### config.mk
export PLATFORM = sky130hd
export DESIGN_NAME = modem_power_sequencer
export DESIGN_NICKNAME = d
export VERILOG_FILES = /design/src/sv/mps_pkg.sv /design/src/sv/mps_cfg.sv /design/src/sv/mps_core.sv /design/src/sv/modem_power_sequencer.sv
export SDC_FILE = /design/constraint.sdc
export NUM_CORES = 1
export LEC_CHECK = 0
export BUFFER_PORTS_ARGS = -buffer_cell sky130_fd_sc_hd__buf_2
export CELL_PAD_IN_SITES_DETAIL_PLACEMENT = 0
export CELL_PAD_IN_SITES_GLOBAL_PLACEMENT = 2
export CORE_UTILIZATION = 30
export CTS_CLUSTER_DIAMETER = 80
export DETAILED_ROUTE_END_ITERATION = 10
export PLACE_DENSITY = 0.68
export RECOVER_POWER = 100
export SETUP_SLACK_MARGIN = 0.2
export SYNTH_ARGS = -nofsm -noshare
export SYNTH_HDL_FRONTEND = slang
export SYNTH_SLANG_ARGS = --single-unit
### constraint.sdc
create_clock -name i_clk -period 5.6 [get_ports i_clk]
set_input_delay 0.84 -clock i_clk [delete_from_list [all_inputs] [get_ports i_clk]]
set_output_delay 0.84 -clock i_clk [all_outputs]
set_load 0.005 [all_outputs]
### src/sv/mps_pkg.sv
// ----------------------------------------------------------------------------
// Modem power sequencer package
// Shared types, register indexes, reset values and timer helpers.
// ----------------------------------------------------------------------------
`default_nettype none

package mps_pkg;

    // Timer and register widths
    localparam int TIMER_W   = 16;
    localparam int CFG_W     = 16;
    localparam int LIMIT_W   = 6;
    localparam int CFG_IDX_W = 4;
    localparam int LOAD_W    = (CFG_W > TIMER_W) ? CFG_W : TIMER_W;

    // Register reset values
    localparam logic [CFG_W-1:0]   RST_OFF_PRESS  = CFG_W'(1100);
    localparam logic [CFG_W-1:0]   RST_ON_PRESS   = CFG_W'(2048);
    localparam logic [CFG_W-1:0]   RST_RELEASE    = CFG_W'(700);
    localparam logic [CFG_W-1:0]   RST_RST_PULSE  = CFG_W'(20);
    localparam logic [CFG_W-1:0]   RST_OFF_POLL   = CFG_W'(200);
    localparam logic [LIMIT_W-1:0] RST_OFF_LIMIT  = LIMIT_W'(20);
    localparam logic [CFG_W-1:0]   RST_ALIVE_POLL = CFG_W'(50);
    localparam logic [CFG_W-1:0]   RST_HOLDOFF    = CFG_W'(5000);

    // Configuration register indexes
    typedef enum logic [CFG_IDX_W-1:0] {
        CFG_OFF_PRESS  = 4'd0,
        CFG_ON_PRESS   = 4'd1,
        CFG_RELEASE    = 4'd2,
        CFG_RST_PULSE  = 4'd3,
        CFG_OFF_POLL   = 4'd4,
        CFG_OFF_LIMIT  = 4'd5,
        CFG_ALIVE_POLL = 4'd6,
        CFG_HOLDOFF    = 4'd7
    } t_cfg_idx;

    // Command codes
    typedef enum logic [2:0] {
        MODE_TICK  = 3'd0,
        MODE_UP    = 3'd1,
        MODE_DOWN  = 3'd2,
        MODE_RESET = 3'd3,
        MODE_FLASH = 3'd4
    } t_mode;

    // Sequencer steps, reported as phase
    typedef enum logic [3:0] {
        ST_IDLE      = 4'd0,
        ST_OFF_HOLD  = 4'd1,
        ST_OFF_POLL  = 4'd2,
        ST_UP_LOW    = 4'd3,
        ST_UP_HIGH   = 4'd4,
        ST_UP_WAIT   = 4'd5,
        ST_RST_PULSE = 4'd6,
        ST_RST_WAIT  = 4'd7
    } t_step;

    typedef struct packed {
        logic [CFG_W-1:0]   off_press_ticks;
        logic [CFG_W-1:0]   on_press_ticks;
        logic [CFG_W-1:0]   release_ticks;
        logic [CFG_W-1:0]   reset_pulse_ticks;
        logic [CFG_W-1:0]   off_poll_ticks;
        logic [LIMIT_W-1:0] off_poll_limit;
        logic [CFG_W-1:0]   alive_poll_ticks;
        logic [CFG_W-1:0]   holdoff_ticks;
    } t_cfg;

    typedef struct packed {
        logic       key;
        logic       rst;
        logic       force_off;
        logic       vbus;
        logic       flash;
    } t_pins;

    typedef struct packed {
        logic [2:0] mode;
        logic       alive_level;
    } t_item;

    typedef struct packed {
        logic       key_level;
        logic       reset_level;
        logic       force_off_level;
        logic       vbus_level;
        logic       flash_level;
        logic       busy_res;
        logic [3:0] phase;
        logic       alert;
        logic       forced_off;
        logic       rejected;
    } t_result;

    // Turn a programmed duration into a timer load: zero acts as one,
    // anything above the timer range saturates
    function automatic logic [TIMER_W-1:0] load_time(input logic [CFG_W-1:0] v);
        logic [LOAD_W-1:0] v_ext;
        logic [LOAD_W-1:0] tmax_ext;
        v_ext    = LOAD_W'(v);
        tmax_ext = LOAD_W'({TIMER_W{1'b1}});
        if (v_ext == '0) begin
            load_time = TIMER_W'(1);
        end else if (v_ext > tmax_ext) begin
            load_time = {TIMER_W{1'b1}};
        end else begin
            load_time = TIMER_W'(v_ext);
        end
    endfunction

endpackage

`default_nettype wire

### src/sv/mps_cfg.sv
// ----------------------------------------------------------------------------
// Modem power sequencer configuration registers
// Holds the timing registers written through the configuration channel.
// ----------------------------------------------------------------------------
`default_nettype none

module mps_cfg
    import mps_pkg::*;
(
    input  wire logic                 i_clk,
    input  wire logic                 i_rst_n,
    input  wire logic                 i_wr_en,
    input  wire logic [CFG_IDX_W-1:0] i_wr_index,
    input  wire logic [CFG_W-1:0]     i_wr_data,
    output t_cfg                      o_cfg
);

    t_cfg r_cfg;

    // Write one register per transaction; unknown indexes are dropped
    always_ff @(posedge i_clk) begin
        if (!i_rst_n) begin
            r_cfg.off_press_ticks   <= RST_OFF_PRESS;
            r_cfg.on_press_ticks    <= RST_ON_PRESS;
            r_cfg.release_ticks     <= RST_RELEASE;
            r_cfg.reset_pulse_ticks <= RST_RST_PULSE;
            r_cfg.off_poll_ticks    <= RST_OFF_POLL;
            r_cfg.off_poll_limit    <= RST_OFF_LIMIT;
            r_cfg.alive_poll_ticks  <= RST_ALIVE_POLL;
            r_cfg.holdoff_ticks     <= RST_HOLDOFF;
        end else if (i_wr_en) begin
            case (i_wr_index)
                CFG_OFF_PRESS:  r_cfg.off_press_ticks   <= i_wr_data;
                CFG_ON_PRESS:   r_cfg.on_press_ticks    <= i_wr_data;
                CFG_RELEASE:    r_cfg.release_ticks     <= i_wr_data;
                CFG_RST_PULSE:  r_cfg.reset_pulse_ticks <= i_wr_data;
                CFG_OFF_POLL:   r_cfg.off_poll_ticks    <= i_wr_data;
                CFG_OFF_LIMIT:  r_cfg.off_poll_limit    <= i_wr_data[LIMIT_W-1:0];
                CFG_ALIVE_POLL: r_cfg.alive_poll_ticks  <= i_wr_data;
                CFG_HOLDOFF:    r_cfg.holdoff_ticks     <= i_wr_data;
                default: ;
            endcase
        end
    end

    assign o_cfg = r_cfg;

endmodule

`default_nettype wire

### src/sv/mps_core.sv
// ----------------------------------------------------------------------------
// Modem power sequencer core
// Sequencer state, timers and pin registers; advances once per accepted tick.
// ----------------------------------------------------------------------------
`default_nettype none

module mps_core
    import mps_pkg::*;
(
    input  wire logic i_clk,
    input  wire logic i_rst_n,
    input  wire logic i_tick_en,
    input  wire t_item i_item,
    input  wire t_cfg  i_cfg,
    output t_result   o_result
);

    t_step               r_step,          n_step;
    logic [TIMER_W-1:0]  r_step_timer,    n_step_timer;
    logic [LIMIT_W-1:0]  r_poll_count,    n_poll_count;
    logic                r_suppress,      n_suppress;
    logic [TIMER_W-1:0]  r_holdoff_timer, n_holdoff_timer;
    logic                r_last_alive;
    t_pins               r_pins,          n_pins;
    logic                r_then_up,       n_then_up;

    logic   alive;
    logic   busy;
    logic   alert;
    logic   rejected;
    logic   forced;
    logic   do_finish;
    logic   do_up;
    logic   do_check;
    logic   do_alive_check;
    logic   do_down;
    t_mode  mode;

    assign alive = i_item.alive_level;
    assign mode  = t_mode'(i_item.mode);
    assign busy  = (r_step != ST_IDLE);

    // Next state for one tick
    always_comb begin
        logic [LIMIT_W-1:0] pc;
        n_step          = r_step;
        n_step_timer    = r_step_timer;
        n_poll_count    = r_poll_count;
        n_suppress      = r_suppress;
        n_holdoff_timer = r_holdoff_timer;
        n_pins          = r_pins;
        n_then_up       = r_then_up;
        alert           = 1'b0;
        rejected        = 1'b0;
        forced          = 1'b0;
        do_finish       = 1'b0;
        do_up           = 1'b0;
        do_check        = 1'b0;
        do_alive_check  = 1'b0;
        do_down         = 1'b0;
        pc              = r_poll_count;

        // Run the holdoff window down
        if (r_holdoff_timer != '0) begin
            n_holdoff_timer = r_holdoff_timer - TIMER_W'(1);
            if (r_holdoff_timer == TIMER_W'(1)) begin
                n_suppress = 1'b0;
            end
        end

        // Report an alive falling edge outside the holdoff
        if (r_last_alive && !alive && !n_suppress) begin
            alert           = 1'b1;
            n_suppress      = 1'b1;
            n_holdoff_timer = load_time(i_cfg.holdoff_ticks);
        end

        if (busy) begin
            // Flag and drop commands while a sequence runs
            if (mode inside {MODE_UP, MODE_DOWN, MODE_RESET, MODE_FLASH}) begin
                rejected = 1'b1;
            end
            if (r_step_timer > TIMER_W'(1)) begin
                n_step_timer = r_step_timer - TIMER_W'(1);
            end else begin
                n_step_timer = '0;
                case (r_step)
                    ST_OFF_HOLD: begin
                        n_pins.key   = 1'b1;
                        n_step       = ST_OFF_POLL;
                        n_poll_count = '0;
                        pc           = '0;
                        do_check     = 1'b1;
                    end
                    ST_OFF_POLL: begin
                        do_check = 1'b1;
                    end
                    ST_UP_LOW: begin
                        n_pins.key   = 1'b1;
                        n_step       = ST_UP_HIGH;
                        n_step_timer = load_time(i_cfg.release_ticks);
                    end
                    ST_UP_HIGH: begin
                        n_pins.key     = 1'b0;
                        n_pins.rst     = 1'b1;
                        n_step         = ST_UP_WAIT;
                        do_alive_check = 1'b1;
                    end
                    ST_UP_WAIT: begin
                        do_alive_check = 1'b1;
                    end
                    ST_RST_PULSE: begin
                        n_pins.rst     = 1'b1;
                        n_step         = ST_RST_WAIT;
                        do_alive_check = 1'b1;
                    end
                    ST_RST_WAIT: begin
                        do_alive_check = 1'b1;
                    end
                    default: begin
                        n_step    = ST_IDLE;
                        n_then_up = 1'b0;
                    end
                endcase
            end
        end else begin
            // Start a new command
            case (mode)
                MODE_UP: begin
                    do_up = 1'b1;
                end
                MODE_DOWN: begin
                    do_down = 1'b1;
                end
                MODE_RESET: begin
                    if (alive) begin
                        n_suppress      = 1'b0;
                        n_holdoff_timer = '0;
                        n_pins.rst      = 1'b0;
                        n_step          = ST_RST_PULSE;
                        n_step_timer    = load_time(i_cfg.reset_pulse_ticks);
                    end
                end
                MODE_FLASH: begin
                    n_pins.flash = 1'b1;
                    n_then_up    = 1'b1;
                    do_down      = 1'b1;
                end
                default: ;
            endcase
        end

        // Begin shutdown: key low, supply off
        if (do_down) begin
            if (!alive) begin
                do_finish = 1'b1;
            end else begin
                n_suppress      = 1'b0;
                n_holdoff_timer = '0;
                n_pins.vbus     = 1'b0;
                n_pins.key      = 1'b0;
                n_poll_count    = '0;
                n_step          = ST_OFF_HOLD;
                n_step_timer    = load_time(i_cfg.off_press_ticks);
            end
        end

        // Shutdown poll: force off at the limit, finish once alive drops
        if (do_check) begin
            if (pc >= i_cfg.off_poll_limit) begin
                n_pins.force_off = 1'b1;
                forced           = 1'b1;
                do_finish        = 1'b1;
            end else if (!alive) begin
                do_finish = 1'b1;
            end else begin
                n_poll_count = pc + LIMIT_W'(1);
                n_step_timer = load_time(i_cfg.off_poll_ticks);
            end
        end

        // Wait for alive after power up or reset
        if (do_alive_check) begin
            if (alive) begin
                n_step = ST_IDLE;
            end else begin
                n_step_timer = load_time(i_cfg.alive_poll_ticks);
            end
        end

        // End of shutdown, chaining into power up for a flash restart
        if (do_finish) begin
            n_step = ST_IDLE;
            if (n_then_up) begin
                n_then_up = 1'b0;
                do_up     = 1'b1;
            end
        end

        // Begin power up: hold reset, supply on, key low
        if (do_up) begin
            if (alive) begin
                n_step = ST_IDLE;
            end else begin
                n_suppress       = 1'b1;
                n_holdoff_timer  = load_time(i_cfg.holdoff_ticks);
                n_pins.force_off = 1'b0;
                n_pins.rst       = 1'b0;
                n_pins.vbus      = 1'b1;
                n_pins.key       = 1'b0;
                n_step           = ST_UP_LOW;
                n_step_timer     = load_time(i_cfg.on_press_ticks);
            end
        end
    end

    // Result fields for this tick
    always_comb begin
        o_result.key_level       = n_pins.key;
        o_result.reset_level     = n_pins.rst;
        o_result.force_off_level = n_pins.force_off;
        o_result.vbus_level      = n_pins.vbus;
        o_result.flash_level     = n_pins.flash;
        o_result.busy_res        = (n_step != ST_IDLE);
        o_result.phase           = n_step;
        o_result.alert           = alert;
        o_result.forced_off      = forced;
        o_result.rejected        = rejected;
    end

    // Advance state on each accepted tick
    always_ff @(posedge i_clk) begin
        if (!i_rst_n) begin
            r_step          <= ST_IDLE;
            r_step_timer    <= '0;
            r_poll_count    <= '0;
            r_suppress      <= 1'b0;
            r_holdoff_timer <= '0;
            r_last_alive    <= 1'b0;
            r_pins          <= '{key: 1'b0, rst: 1'b1, force_off: 1'b0,
                                 vbus: 1'b0, flash: 1'b0};
            r_then_up       <= 1'b0;
        end else if (i_tick_en) begin
            r_step          <= n_step;
            r_step_timer    <= n_step_timer;
            r_poll_count    <= n_poll_count;
            r_suppress      <= n_suppress;
            r_holdoff_timer <= n_holdoff_timer;
            r_last_alive    <= alive;
            r_pins          <= n_pins;
            r_then_up       <= n_then_up;
        end
    end

endmodule

`default_nettype wire

### src/sv/modem_power_sequencer.sv
// ----------------------------------------------------------------------------
// Modem power sequencer
// Timed power key, reset and supply sequences for a companion modem.
// ----------------------------------------------------------------------------
// Usage:
//   Each input transaction on i_in_* is one millisecond tick carrying an
//   optional command (power up, shutdown, reset, flash restart) and the
//   sampled modem alive pin. Every tick yields exactly one result
//   transaction on o_out_* with the pin levels, the current phase and the
//   alert, forced-off and rejected flags for that tick.
//   The result of a tick is registered at the edge that accepts it, and
//   one tick is accepted per cycle while the receiver does not stall; the
//   sequencer state and result register update in the same cycle from short logic.
//   When the receiver stalls, the result register holds and i_in_ready
//   drops until the result is taken; a tick is still accepted in the cycle
//   the pending result leaves.
//   Timing registers are written through i_cfg_* (index, data) and are
//   always ready; write them only while no tick is in flight.
//   Reset (synchronous, active low) returns the sequencer to idle with the
//   reset pin high, all other pins low and registers at their defaults.
// ----------------------------------------------------------------------------
`default_nettype none

module modem_power_sequencer
    import mps_pkg::*;
(
    input  wire logic                 i_clk,
    input  wire logic                 i_rst_n,
    input  wire logic                 i_in_valid,
    output logic                      o_in_ready,
    input  wire t_item                i_in_data,
    output logic                      o_out_valid,
    input  wire logic                 i_out_ready,
    output t_result                   o_out_data,
    input  wire logic                 i_cfg_valid,
    output logic                      o_cfg_ready,
    input  wire logic [CFG_IDX_W-1:0] i_cfg_index,
    input  wire logic [CFG_W-1:0]     i_cfg_data
);

    t_cfg    cfg;
    t_result core_result;
    logic    tick_en;
    logic    r_out_valid;
    t_result r_out_data;

    assign o_cfg_ready = 1'b1;
    assign o_in_ready  = !r_out_valid || i_out_ready;
    assign tick_en     = i_in_valid && o_in_ready;

    mps_cfg u_cfg (
        .i_clk      (i_clk),
        .i_rst_n    (i_rst_n),
        .i_wr_en    (i_cfg_valid),
        .i_wr_index (i_cfg_index),
        .i_wr_data  (i_cfg_data),
        .o_cfg      (cfg)
    );

    mps_core u_core (
        .i_clk     (i_clk),
        .i_rst_n   (i_rst_n),
        .i_tick_en (tick_en),
        .i_item    (i_in_data),
        .i_cfg     (cfg),
        .o_result  (core_result)
    );

    // Hold the result until the receiver takes it
    always_ff @(posedge i_clk) begin
        if (!i_rst_n) begin
            r_out_valid <= 1'b0;
        end else if (tick_en) begin
            r_out_valid <= 1'b1;
        end else if (i_out_ready) begin
            r_out_valid <= 1'b0;
        end
    end

    always_ff @(posedge i_clk) begin
        if (tick_en) begin
            r_out_data <= core_result;
        end
    end

    assign o_out_valid = r_out_valid;
    assign o_out_data  = r_out_data;

endmodule

`default_nettype wire

==> metrics <==
GRT overflow 0; Inserted Clock Buffers 17; Slowest-stage cell, CP a211oi_1; Final #Nets about 1.3k; Final Max Slew Viols ~160; reg2reg start u_core.r_step[1]; power per cell area between 300 and 400 nW/µm²; Reg2Reg Depth 8; Largest stage delay, worst path between 1 and 1.5 ns; Final Hold Fails 0; status complete, but fails checks; Filler cells 3,285; sequential share of the synthesized area 0.406; mapped cell area 9290 µm²; PortBufs 43; share of cells above drive strength 1 0.0724; max_cap viols 5; initial core utilization 0.304; Setup Viol. Count Final 0; failing checks max-capacitance violations, max-slew violations; ANT nets after route 0; Rows 64; Routed WL around 38,000 µm; post-DR wirelength/cell 23.3 µm; library cells used by synthesis around 80; time the worst path needs with I/O delays and setup between 4 and 5 ns; P_leak 3.74 nW; # hold bufs at CTS 0; Hold Crit Depth 1; synth-to-layout area growth 11.3%; Synth top cells by count nand2_1, dfxtp_1, a21oi_1; Net Count, Synth approximately 1.3k; reg2reg setup slack 0.67 ns; hold endpoint u_core.r_pins[0]; leading area contributor after synthesis dfxtp_1; fin worst setup slack around 0.67 ns; Slew @ Worst Pin between 2 and 2.5 ns; Yosys reg bits 182; Tcrit/Tclk final 0.880; # clock sinks 182; initial antenna violation count 0; Inst Count DP between 1.5k and 2k; I/O pin count 45; Post-CTS Setup Inserts 0; routability cong. around 0.89; Hold Crit Start u_core.r_pins[0]; unrepaired setup endpoints after global routing false; first-pass GRT wire length roughly 57,000 µm; top-count cell post-synth nand2_1; synthesis warning total 0; crit-path cells nor4_1 > clkbuf_1 > nand3_1 > a32o_1 > a211oi_1 > or2_1 > a2111oi_0 > o2111ai_1; FF/Latch Area about 3800 µm²; Async SR Flop Fraction 0; worst min path class reg -> reg; Pwr Total 0.00335 W; die span in y 178 µm; Clock Tree Buf Depth 2; fin cells 1,626; H-tree depth 4; EDFF count, synth 13; Fmax around 200 MHz; CTS tree done; via count 9,094; First-pass DRT Iterations 6; critical path endpoint category flip-flop; setup tns final 0 ns; Crit Path Max Fanout 21; clock skew approximately 0.013 ns; headroom to the max-slew limit -0.501; vias per std cell around 5.6; multi-input combinational cell area a little over 5000 µm²; Area contributors post-synth dfxtp_1, nand2_1, a21oi_1; reg-to-reg endpoint o_out_data[7]; critical path arrival 5.21 ns; hpwl dp roughly 26,000 µm; syn avg cell area roughly 7.6 µm²; Crit path required time 5.88 ns; CTS clk-pin slew, worst paths around 0.080 ns; Max rail drop VDD between 150 and 200 µV; ant diodes 0; Placement Setup Slack between 0.9 and 1 ns; Post-Syn Instances about 1.2k; Startpoint Class flip-flop; root buffer cell clkbuf_16; pin count of the biggest net entering global routing about 70; GRT Overall Usage 0.246; die width 178 µm; Resized Gates After CTS 0; DRT iter0 DRCs approximately 840; DRC viols 0; number of global-route vias before repair approximately 8.6k; core outline area around 31,000 µm²; top cell type's share of synthesized area 0.364; Worst Path Class, Setup reg -> reg; die area 31,700 µm²; clock network latency to the later pin of the worst-skew pair ~0.45 ns; Main synth FF type dfxtp_1
layout by cell type (no fill, tap or decap), drive strengths merged, types with 14 or more instances in the layout:
cell type | netlist | routed
nor2 | 48 | 48
nor4 | 49 | 49
nand4 | 18 | 18
nor3 | 25 | 25
a21oi | 140 | 140
and2 | 14 | 14
inv | 21 | 28
nand3 | 71 | 71
xnor2 | 14 | 14
a31oi | 17 | 17
buf | 19 | 40
clkbuf | 67 | 39
dfxtp | 169 | 169
mux2i | 15 | 15
o21ai | 49 | 49
nand2 | 306 | 306
sequential cells by signal (all words and copies together) (netlist names):
name,count
o_out_data,13
o_out_valid,1
u_cfg.o_cfg,118
u_core.r_holdoff_timer,16
u_core.r_last_alive,1
u_core.r_pins,5
u_core.r_poll_count,6
u_core.r_step,4
u_core.r_step_timer,16
u_core.r_suppress,1
u_core.r_then_up,1
how the worst max path moves through the flow:
stage / from / endpoint / cells past startpoint
floorplan: u_core.r_step_timer[10] / u_core.r_step_timer[5] / 15
global route: u_core.r_step_timer[0] / u_core.r_step_timer[11] / 14
finish: u_core.r_step[1] / o_out_data[7] / 8
CTS: u_core.r_step_timer[0] / u_core.r_step_timer[5] / 14
global placement: u_core.r_step_timer[10] / u_core.r_step_timer[5] / 12
detailed placement: u_core.r_step_timer[0] / u_core.r_step_timer[5] / 14
metal layers:
layer  part of all wire  up-vias  global-route usage
met1               0.50     4510               0.358
met5                  0        -                   0
met4              0.016        0              0.0588
li1                   -     4339                   -
met3              0.044       23              0.0366
met2               0.44      222               0.379
cell type report:
type,count,share of cell area
multi-input cells,932,0.489
flip-flops and latches,182,0.365
well taps,396,0.0479
clock buffers,17,0.0411
repair buffers,62,0.0304
clock inverters,15,0.0183
inverters,22,0.00811
worst max-delay path: cells and delay by family, from the launching register on:
family,cells,cell delay [ns]
DFF,1,0.41
and+or+nand+nor,3,1.49
AOI/OAI and AO/OA,4,1.99
buffers and inverters,1,0.85
cells by family after synthesis:
family,synth area share
DFF,0.406
adders and majority gates,0.0162
other,0.000404
and+or+nand+nor,0.301
xor gates and xnor gates,0.0226
muxes,0.0174
buffers and inverters,0.0492
AOI/OAI and AO/OA,0.187
through the flow:
stage,utilization,area (µm²),hold WS [ns]
finish,0.339,10300,0.466
global route,0.339,10300,0.495
CTS,0.342,10400,0.466
detailed placement,0.321,9810,0.450
global placement,0.321,9810,0.440
floorplan,-,9290,0.432
report_power, final:
part | leakage (nW) | internal (W) | switching (W)
combinational | 1.94 | 0.000226 | 0.000421
sequential | 1.50 | 0.00136 | 0.0000671
clock | 0.296 | 0.000645 | 0.000630
total | 3.74 | 0.00223 | 0.00112
No activity file was read; power rests on OpenSTA's default activity.
